===== config.mk =====
export PLATFORM = sky130hd
export DESIGN_NAME = htfc_back_flat
export DESIGN_NICKNAME = d
export VERILOG_FILES = /design/src/rtl/htfc_pkg.sv /design/src/rtl/htfc_out_if.sv /design/src/rtl/htfc_back.sv /design/src/flat_wrapper.sv
export SDC_FILE = /design/constraint.sdc
export NUM_CORES = 1
export LEC_CHECK = 0
export BUFFER_PORTS_ARGS = -buffer_cell sky130_fd_sc_hd__buf_4
export CAP_MARGIN = 15
export CORE_MARGIN = 2
export CORE_UTILIZATION = 52
export CTS_CLUSTER_SIZE = 8
export DETAILED_ROUTE_END_ITERATION = 8
export MAX_ROUTING_LAYER = met4
export PLACE_DENSITY = 0.78
export SYNTH_ARGS = -nofsm -noshare
export SYNTH_HDL_FRONTEND = slang
export SYNTH_SLANG_ARGS = --single-unit

===== constraint.sdc =====
create_clock -name clk -period 6.7 [get_ports clk]
set_input_delay 1.675 -clock clk [delete_from_list [all_inputs] [get_ports clk]]
set_output_delay 1.675 -clock clk [all_outputs]
set_load 0.02 [all_outputs]

===== src/rtl/htfc_pkg.sv =====
package htfc_pkg;

  // Input command codes
  localparam logic [1:0] CMD_BYTE  = 2'd0;
  localparam logic [1:0] CMD_TICK  = 2'd1;
  localparam logic [1:0] CMD_ABORT = 2'd2;

  // Frame status codes on the result channel
  localparam logic [2:0] ST_NONE  = 3'd0;
  localparam logic [2:0] ST_OK    = 3'd1;
  localparam logic [2:0] ST_CRC   = 3'd2;
  localparam logic [2:0] ST_RANGE = 3'd3;
  localparam logic [2:0] ST_ABORT = 3'd4;

  // Configuration port
  localparam int unsigned CFG_IDX_W  = 1;
  localparam int unsigned CFG_DATA_W = 16;
  localparam logic [CFG_IDX_W-1:0] CFG_READ_INTERVAL = 1'b0;
  localparam logic [CFG_IDX_W-1:0] CFG_EXPIRY        = 1'b1;
  localparam logic [15:0] READ_INTERVAL_RST = 16'd2000;
  localparam logic [15:0] EXPIRY_RST        = 16'd10000;

  // Frame layout: byte position of the temperature check byte
  localparam logic [2:0] POS_T_CRC = 3'd2;

  // CRC-8 checksum
  localparam logic [7:0] CRC_INIT = 8'hFF;
  localparam logic [7:0] CRC_POLY = 8'h31;

  // Conversion scales; results are floor(scale * raw / 65535)
  localparam int unsigned PROD_T_W = 31;
  localparam int unsigned PROD_H_W = 30;
  localparam logic [PROD_T_W-1:0] T_SCALE = PROD_T_W'(17500);
  localparam logic [PROD_H_W-1:0] H_SCALE = PROD_H_W'(10000);
  localparam logic [14:0] T_OFFSET = 15'd4500;
  // Accepted quotient window, i.e. -4000..12500 after the offset
  localparam logic [14:0] Q_T_MIN = 15'd500;
  localparam logic [14:0] Q_T_MAX = 15'd17000;

  // Queue depth between front and back
  localparam int unsigned QDEPTH_DEF = 4;

  // Classified operation handed from front to back
  typedef enum logic [2:0] {
    OP_NONE,
    OP_TICK,
    OP_ABORT,
    OP_CRC_ERR,
    OP_FRAME
  } op_t;

  typedef struct packed {
    op_t                 op;
    logic [PROD_T_W-1:0] prod_t;
    logic [PROD_H_W-1:0] prod_h;
  } qentry_t;

  typedef struct packed {
    logic [15:0] read_interval;
    logic [15:0] expiry;
  } cfg_t;

  // Feed one byte into the CRC-8 register, MSB first
  function automatic logic [7:0] crc8_feed(logic [7:0] crc, logic [7:0] b);
    logic [7:0] c;
    c = crc ^ b;
    for (int k = 0; k < 8; k++) begin
      c = c[7] ? ((c << 1) ^ CRC_POLY) : (c << 1);
    end
    return c;
  endfunction

endpackage


===== src/rtl/htfc_out_if.sv =====
interface htfc_out_if;
  logic               valid;
  logic               ready;
  logic signed [14:0] temperature_centi;
  logic [13:0]        humidity_centi;
  logic               fresh;
  logic [2:0]         frame_status;
  logic               read_request;

  modport source (output valid, output temperature_centi, output humidity_centi,
                  output fresh, output frame_status, output read_request,
                  input ready);
  modport sink   (input valid, input temperature_centi, input humidity_centi,
                  input fresh, input frame_status, input read_request,
                  output ready);
endinterface


===== src/rtl/htfc_back.sv =====
module htfc_back (
  input  logic              clk,
  input  logic              rst_n,
  input  htfc_pkg::cfg_t    cfg,
  input  logic              pop_valid,
  output logic              pop_ready,
  input  htfc_pkg::qentry_t pop_data,
  htfc_out_if.source        out_ch
);
  import htfc_pkg::*;

  logic signed [14:0] temp_r, temp_nxt;
  logic [13:0]        hum_r, hum_nxt;
  logic               valid_r, valid_nxt;
  logic [15:0]        since_ok_r, since_ok_nxt;
  logic [15:0]        since_req_r, since_req_nxt;
  logic               req;
  logic [2:0]         status;
  logic               do_pop;

  logic               out_valid_r;
  logic signed [14:0] out_temp_r;
  logic [13:0]        out_hum_r;
  logic               out_fresh_r;
  logic [2:0]         out_status_r;
  logic               out_req_r;

  logic [31:0]        sum_t, sum_h;
  logic [14:0]        q_t;
  logic [13:0]        q_h;
  logic [15:0]        ok_inc, req_inc;

  assign pop_ready = !out_valid_r || out_ch.ready;
  assign do_pop    = pop_valid & pop_ready;

  // Divide the products by 65535: q = (x + (x >> 16) + 1) >> 16
  assign sum_t = 32'(pop_data.prod_t) + 32'(pop_data.prod_t >> 16) + 32'd1;
  assign sum_h = 32'(pop_data.prod_h) + 32'(pop_data.prod_h >> 16) + 32'd1;
  assign q_t   = sum_t[30:16];
  assign q_h   = sum_h[29:16];

  assign ok_inc  = (since_ok_r == 16'hFFFF) ? since_ok_r : since_ok_r + 16'd1;
  assign req_inc = (since_req_r == 16'hFFFF) ? since_req_r : since_req_r + 16'd1;

  // Carry out the operation
  always_comb begin
    temp_nxt      = temp_r;
    hum_nxt       = hum_r;
    valid_nxt     = valid_r;
    since_ok_nxt  = since_ok_r;
    since_req_nxt = since_req_r;
    req           = 1'b0;
    status        = ST_NONE;
    case (pop_data.op)
      OP_TICK: begin
        since_ok_nxt  = ok_inc;
        since_req_nxt = req_inc;
        if (req_inc >= cfg.read_interval) begin
          req           = 1'b1;
          since_req_nxt = 16'd0;
        end
      end
      OP_ABORT: begin
        status = ST_ABORT;
      end
      OP_CRC_ERR: begin
        status = ST_CRC;
      end
      OP_FRAME: begin
        if (q_t < Q_T_MIN || q_t > Q_T_MAX) begin
          status = ST_RANGE;
        end else begin
          temp_nxt     = $signed(q_t - T_OFFSET);
          hum_nxt      = q_h;
          valid_nxt    = 1'b1;
          since_ok_nxt = 16'd0;
          status       = ST_OK;
        end
      end
      default: begin
        status = ST_NONE;
      end
    endcase
  end

  // Update reading state and load the output register
  always_ff @(posedge clk) begin
    if (!rst_n) begin
      temp_r      <= '0;
      hum_r       <= '0;
      valid_r     <= 1'b0;
      since_ok_r  <= 16'd0;
      since_req_r <= 16'hFFFF;
      out_valid_r <= 1'b0;
    end else begin
      if (do_pop) begin
        temp_r      <= temp_nxt;
        hum_r       <= hum_nxt;
        valid_r     <= valid_nxt;
        since_ok_r  <= since_ok_nxt;
        since_req_r <= since_req_nxt;
        out_valid_r <= 1'b1;
      end else if (out_ch.ready) begin
        out_valid_r <= 1'b0;
      end
    end
  end

  // Latch the result word payload
  always_ff @(posedge clk) begin
    if (do_pop) begin
      out_temp_r   <= temp_nxt;
      out_hum_r    <= hum_nxt;
      out_fresh_r  <= valid_nxt && (since_ok_nxt <= cfg.expiry);
      out_status_r <= status;
      out_req_r    <= req;
    end
  end

  assign out_ch.valid             = out_valid_r;
  assign out_ch.temperature_centi = out_temp_r;
  assign out_ch.humidity_centi    = out_hum_r;
  assign out_ch.fresh             = out_fresh_r;
  assign out_ch.frame_status      = out_status_r;
  assign out_ch.read_request      = out_req_r;

endmodule


===== src/flat_wrapper.sv =====
// flat-port wrapper written by rule: the top's interface ports become plain ports
module htfc_back_flat import htfc_pkg::*;
  (clk, rst_n, cfg, pop_valid, pop_ready, pop_data, out_ch_valid, out_ch_temperature_centi, out_ch_humidity_centi, out_ch_fresh, out_ch_frame_status, out_ch_read_request, out_ch_ready);
  htfc_out_if out_ch_i ();
  input  logic clk;
  input  logic rst_n;
  input  htfc_pkg::cfg_t cfg;
  input  logic pop_valid;
  output logic pop_ready;
  input  htfc_pkg::qentry_t pop_data;
  output wire logic [$bits(out_ch_i.valid)-1:0] out_ch_valid;
  output wire logic [$bits(out_ch_i.temperature_centi)-1:0] out_ch_temperature_centi;
  output wire logic [$bits(out_ch_i.humidity_centi)-1:0] out_ch_humidity_centi;
  output wire logic [$bits(out_ch_i.fresh)-1:0] out_ch_fresh;
  output wire logic [$bits(out_ch_i.frame_status)-1:0] out_ch_frame_status;
  output wire logic [$bits(out_ch_i.read_request)-1:0] out_ch_read_request;
  input wire logic [$bits(out_ch_i.ready)-1:0] out_ch_ready;
  assign out_ch_valid = out_ch_i.valid;
  assign out_ch_temperature_centi = out_ch_i.temperature_centi;
  assign out_ch_humidity_centi = out_ch_i.humidity_centi;
  assign out_ch_fresh = out_ch_i.fresh;
  assign out_ch_frame_status = out_ch_i.frame_status;
  assign out_ch_read_request = out_ch_i.read_request;
  assign out_ch_i.ready = out_ch_ready;
  htfc_back u_core (.clk(clk), .rst_n(rst_n), .cfg(cfg), .pop_valid(pop_valid), .pop_ready(pop_ready), .pop_data(pop_data), .out_ch(out_ch_i));
endmodule

==> run summary, run 1 <==
grt met3 use: 0.0432
RSZ-0062 raised after global routing: no
I/O pin count: 136
Chip Width: 125 µm
largest area contributor in the netlist: dfxtp_1
synth unique cells: 82
max-cap violations: 0
Top FF cell, synth: dfxtp_1
Clock Tree Root: clkbuf_16
Routed WL: 20300 µm
Critical R2R Launch: u_core.since_req_r[4]
Starting DRT DRC Count: 611
Syn-to-layout area delta: 20.2%
register area share after synthesis: 0.298
fraction of met2 tracks used by global routing: 0.430
met1 usage in global routing: 0.352
largest net degree at the start of global routing: 46
Post-Syn Area: 7650 µm²
Slowest cell on crit path: or4_4
ANT cells: 0
Post-synth ARST share: 0
Die ar.: 15700 µm²
sum of negative setup slack: 0 ns
top-count cell post-synth: nand2_1
GR peak layer: met2
clock sinks: 97
FMAX: 158 MHz
Worst Setup SP: pop_data[59]
status: finished, final reports clean
core area: 14500 µm²
post-route ant nets: 0
Overall Global Routing Usage: 0.263
minimum clock period: 6.32 ns
Critical Path Sink Type: flip-flop
H-tree lvl count: 3
Avg Cell Area, Syn: 8.38 µm²
Reg2Reg Depth: 18
total CTS buffers: 9
area share of the largest cell type after synthesis: 0.165
GP Congestion: 0.894
kind of critical path: in2reg
Worst-path clk slew: 0.08 ns
vias per cell: 6.09
vias in the first global route: 7003
Max clock buf depth: 2
most frequent CP cell: o21a_1
setup bufs post-CTS: 0
Max rail drop VDD: 0.000145 V
Rows: 44
Filler Cells Inserted: 1287
critical path arrival: 6.52 ns
most frequent cells after synthesis: nand2_1 (72), a21oi_1 (71), dfxtp_1 (63), ha_1 (63), nand3_1 (62)
worst-margin pin slew: 0.957 ns
CP Data Required Time: 6.90 ns
Fin Clk Skew: 0.00878 ns
post-cts resize count: 0
Hold Crit Class: reg2reg
Setup violations, final: 0
Lkg Pwr: 3.98 nW
hold path cells: 2
share of layout cells above drive strength 1: 0.208
Post-Syn Instances: 914
CP max stage delay: 0.44 ns
Rel. slew slack: 0.361
Worst Setup Start Kind: primary input
DRC viols: 0
Final Hold Fails: 0
Synth Register Bits: 97
DP HPWL: 15000 µm
Starting Density: 0.529
Synth Warn #: 0
CTS tree: done
Final period util: 0.943
Finished Cell Area: 9200 µm²
total gr overflow: 0
synth top area cells: dfxtp_1 (16%), edfxtp_1 (13%), ha_1 (10%)
PortBufs: 135
hold path startpoint: u_core.hum_r[0]
WL per Instance: 16.4 µm
Cell Pwr Density: 177 nW/µm²
Pre-antenna DRT Iters: 5
total number of vias: 7505
initial antenna violation count: 0
worst-skew pair later-pin latency: 0.36 ns
nets: 1207
syn_nets: 1077
Die H: 125 µm
final slew viol count: 0
EDFF count, synth: 34
crit-path max FO: 5
Area after DPL: 8900 µm²
Hold Buf Count CTS: 0
wire length of the first global-routing pass: 33800 µm
==> cells by family (layout without fill, tap and decap cells) <==
logic type,Yosys count,after routing,synth area share
mux,33,33,0.0477
xor+xnor,38,38,0.0435
buf+inv,92,227,0.0508
compound gates,261,261,0.231
simple gates,330,330,0.225
fa+ha+maj,63,63,0.103
flops,97,97,0.298
==> stage by stage <==
step | cells | worst slack (ns) | power (mW) | utilization | hold WS [ns]
floorplan | 914 | 0.187 | 0.958 | - | 0.425
global placement | 1217 | 0.172 | 1.11 | 0.615 | 0.434
detailed placement | 1217 | 0.0416 | 1.12 | 0.615 | 0.439
CTS | 1233 | 0.392 | 1.63 | 0.635 | 0.453
global route | 1233 | 0.112 | 1.72 | 0.635 | 0.476
finish | 1233 | 0.383 | 1.63 | 0.635 | 0.453
==> worst paths after layout <==
path | end | slack, ns
min reg2reg | u_core.hum_r[0] | 0.45
max reg2reg | u_core.since_req_r[3] | 1.88
max | u_core.out_ch.fresh | 0.38
min | u_core.hum_r[0] | 0.45
==> placed cells by master, fill, tap and decap left out, types with 5 or more instances in the layout <==
cell       instances
clkbuf_16          9
o21ai_0           54
or3_1              9
a2111oi_0          6
a21o_1            12
mux2_1            23
nor3_1            47
a31oi_1           14
nor2b_1            7
and2_1             6
nand2_1           72
and4_1             7
o21a_1            14
mux2i_1            5
nand2b_1           9
a211oi_1           8
inv_1             47
nor2_1            47
xor2_1            13
dfxtp_1           63
mux2_2             5
ha_1              63
o211ai_1           7
and3_1            20
edfxtp_1          34
buf_4            163
o221ai_1           7
nand4_1           21
a21oi_1           71
xnor2_1           25
nand3_1           62
==> power breakdown <==
group          leakage (nW)  switching, mW  internal [mW]
Combinational          2.97          0.271          0.199
Sequential            0.855         0.0114          0.629
Clock                 0.147          0.258          0.263
==> final cells by class <==
cell class	count	area, µm²	area share
clock inverter	7	70.1	0.00762
timing repair buffer	163	1220	0.133
multi-input combinational	725	4990	0.542
tap	184	230	0.0250
sequential	97	2280	0.248
clock buffer	9	225	0.0245
inverter	48	180	0.0196
==> critical path: cells and delay by family <==
kind / cells / cell delay [ns]
AOI/OAI and AO/OA: 16 / 3.07
adders and majority gates: 3 / 0.83
buffers and inverters: 2 / 0.17
and+or+nand+nor: 4 / 0.76
==> state kept, by name (all words and copies together) (netlist names) <==
| register | flops |
|---|---|
| u_core.out_ch.frame_status | 3 |
| u_core.since_req_r | 16 |
| u_core.temp_r | 15 |
| u_core.since_ok_r | 16 |
| u_core.hum_r | 14 |
| u_core.out_ch.temperature_centi | 15 |
| u_core.out_ch.fresh | 1 |
| u_core.out_ch.humidity_centi | 14 |
| u_core.out_ch.valid | 1 |
| u_core.valid_r | 1 |
| u_core.out_ch.read_request | 1 |
==> layer usage <==
layer  up-vias  part of all wire
li1       3696                 -
met1      3518              0.46
met2       274              0.47
met3        17             0.064
met4         0            0.0081
met5         -                 0
Note: power is estimated with default switching activity, not from simulation.
==> inputs of run 2 (changes only) <==
- CORE_UTILIZATION: 52 -> 58
- PLACE_DENSITY: 0.78 -> 0.82
- clock period: 6.7 -> 6.6 ns (I/O delays scaled with it)
==> run 2 against run 1 <==
Compared with the run above: die area shrank 10%; routed wire length is 0.48% lower; clock skew shrank 0.0053 ns; combinational power grew 3%; power down 1.2%; cell count is 0.41% lower.
==> run summary, run 2 (synthesis results as in run 1) <==
Die ar.: 14100 µm² (-10%)
Critical Path Sink Type: flip-flop
worst-margin pin slew: 0.949 ns (-0.00846 ns)
Slowest cell on crit path: or4_4
Setup violations, final: 0 (unchanged)
DP Worst Slack: -0.00111 ns (-0.0428 ns)
Max rail drop VDD: 0.000130 V (-10%)
Max clock buf depth: 2 (unchanged)
CP Data Required Time: 6.80 ns (-0.10 ns)
max-cap violations: 0 (unchanged)
Starting Density: 0.599 (+0.0706)
Critical R2R Launch: u_core.since_req_r[4]
GP Congestion: 0.989 (+11%)
wire length of the first global-routing pass: 33200 µm (-1.6%)
crit-path max FO: 5 (unchanged)
vias per cell: 6.17 (+1.4%)
hold path startpoint: u_core.hum_r[0]
Rel. slew slack: 0.366 (+0.00565)
setup bufs post-CTS: 0 (unchanged)
worst-skew pair later-pin latency: 0.35 ns (about the same)
Final Hold Fails: 0 (unchanged)
FMAX: 159 MHz
total number of vias: 7576 (+0.95%)
CP max stage delay: 0.44 ns (about the same)
total gr overflow: 0 (unchanged)
Hold Crit Class: reg2reg
most common cell after layout, fill and taps aside: buf_4
DP HPWL: 14700 µm (-2.2%)
Chip Width: 119 µm (-5.1%)
Die H: 119 µm (-5.1%)
RSZ-0062 raised after global routing: no
Worst-path clk slew: 0.06 ns (-0.02 ns)
largest net degree at the start of global routing: 46 (unchanged)
final slew viol count: 0 (unchanged)
Rows: 41 (-6.8%)
worst reg2reg setup slack: 1.57 ns (-0.31 ns)
post-cts resize count: 0 (unchanged)
most frequent cells in the layout: buf_4 (170), nand2_1 (72), a21oi_1 (71), ha_1 (63), dfxtp_1 (63)
Clock Tree Root: clkbuf_16
minimum clock period: 6.31 ns
nets: 1214 (+0.58%)
Util after Layout: 0.721 (+0.0854)
reg-to-reg endpoint: u_core.since_req_r[10]
Reg2Reg Depth: 18 (unchanged)
core area: 12800 µm² (-12%)
H-tree lvl count: 3 (unchanged)
post-route ant nets: 0 (unchanged)
Starting DRT DRC Count: 642 (+5.1%)
clock sinks: 97 (unchanged)
hold path cells: 2 (unchanged)
ANT cells: 0 (unchanged)
Routed WL: 20200 µm (-0.48%)
status: finished, final reports clean
I/O pin count: 136 (unchanged)
Filler Cells Inserted: 989 (-23%)
Cell Pwr Density: 175 nW/µm² (-1.3%)
critical path arrival: 6.50 ns (-0.02 ns)
hold path endpoint: u_core.hum_r[0]
sum of negative setup slack: 0 ns (unchanged)
Lkg Pwr: 3.99 nW (+0.24%)
Finished Cell Area: 9210 µm² (about the same)
Area after DPL: 8940 µm² (+0.42%)
WL per Instance: 16.4 µm (about the same)
most frequent CP cell: o21a_1
top flop regs: u_core.since_ok_r: 16 flops, u_core.since_req_r: 16 flops
PortBufs: 135 (unchanged)
Hold Buf Count CTS: 0 (unchanged)
vias in the first global route: 7003 (unchanged)
share of layout cells above drive strength 1: 0.210 (+0.00241)
Syn-to-layout area delta: 20.3% (about the same)
Pre-antenna DRT Iters: 5 (unchanged)
initial antenna violation count: 0 (unchanged)
DRC viols: 0 (unchanged)
CTS tree: done
Final period util: 0.955
total CTS buffers: 9 (unchanged)
Worst Setup Start Kind: primary input
Overall Global Routing Usage: 0.291 (+0.0271)
Fin Clk Skew: 0.00349 ns (-0.00530 ns)
Final WS setup: 0.295 ns (-0.0884 ns)
kind of critical path: in2reg
WHS: 0.450 ns (-0.00320 ns)
[run 2: changes by cell type in the layout (fill, tap and decap cells not counted)]
| cell | before | now |
|---|---|---|
| clkinv_1 | 0 | 1 |
| inv_8 | 2 | 0 |
| clkinv_8 | 1 | 0 |
| buf_4 | 163 | 170 |
| clkinvlp_4 | 0 | 2 |
| inv_6 | 2 | 0 |
| clkbuf_1 | 0 | 2 |
[run 2: layout make-up]
class / instances / area [µm²] / share of cell area
Multi-Input combinational cell: 725 / 4990 / 0.542
Sequential cell: 97 / 2280 / 0.248
Timing Repair Buffer: 170 / 1280 / 0.139
Clock buffer: 11 / 233 / 0.0253
Tap cell: 172 / 215 / 0.0234
Inverter: 48 / 180 / 0.0196
Clock inverter: 5 / 32.5 / 0.00353
[run 2: report_power, final]
part | internal [mW] | switching (mW) | leakage [nW] | total, mW
logic | 0.206 | 0.278 | 3.01 | 0.484
clock network | 0.254 | 0.223 | 0.123 | 0.477
registers | 0.639 | 0.0115 | 0.855 | 0.650
[run 2: per-stage QoR]
| stage | cells | power [mW] |
|---|---|---|
| after floorplan | 914 | 0.973 |
| after global placement | 1212 | 1.13 |
| after detailed placement | 1212 | 1.14 |
| after CTS | 1228 | 1.61 |
| after global routing | 1228 | 1.69 |
| final | 1228 | 1.61 |
[run 2: metal layers]
metal | up-vias | wire [µm] | global-route usage
met2 | 319 | 9590 | 0.475
met4 | 0 | 199 | 0.0551
li1 | 3706 | - | -
met1 | 3526 | 8970 | 0.380
met3 | 25 | 1390 | 0.0541
met5 | - | 0 | -
[run 2: worst max path at each step]
stage	startpoint	end	slack [ns]
4_1_cts	pop_data[57]	u_core.out_ch.fresh	0.34
3_5_place_dp	pop_data[57]	u_core.out_ch.fresh	-0.001
5_1_grt	pop_data[39]	u_core.out_ch.fresh	0.006
6_report	pop_data[39]	u_core.out_ch.fresh	0.29
3_3_place_gp	pop_data[59]	u_core.out_ch.fresh	0.12
2_1_floorplan	pop_data[43]	u_core.out_ch.fresh	0.11
[run 2: worst max-delay path, delay by kind of cell]
family	cells	cell delay (ns)
AOI/OAI and AO/OA	16	3.06
adders and majority gates	3	0.78
buffers and inverters	3	0.24
and+or+nand+nor	4	0.77
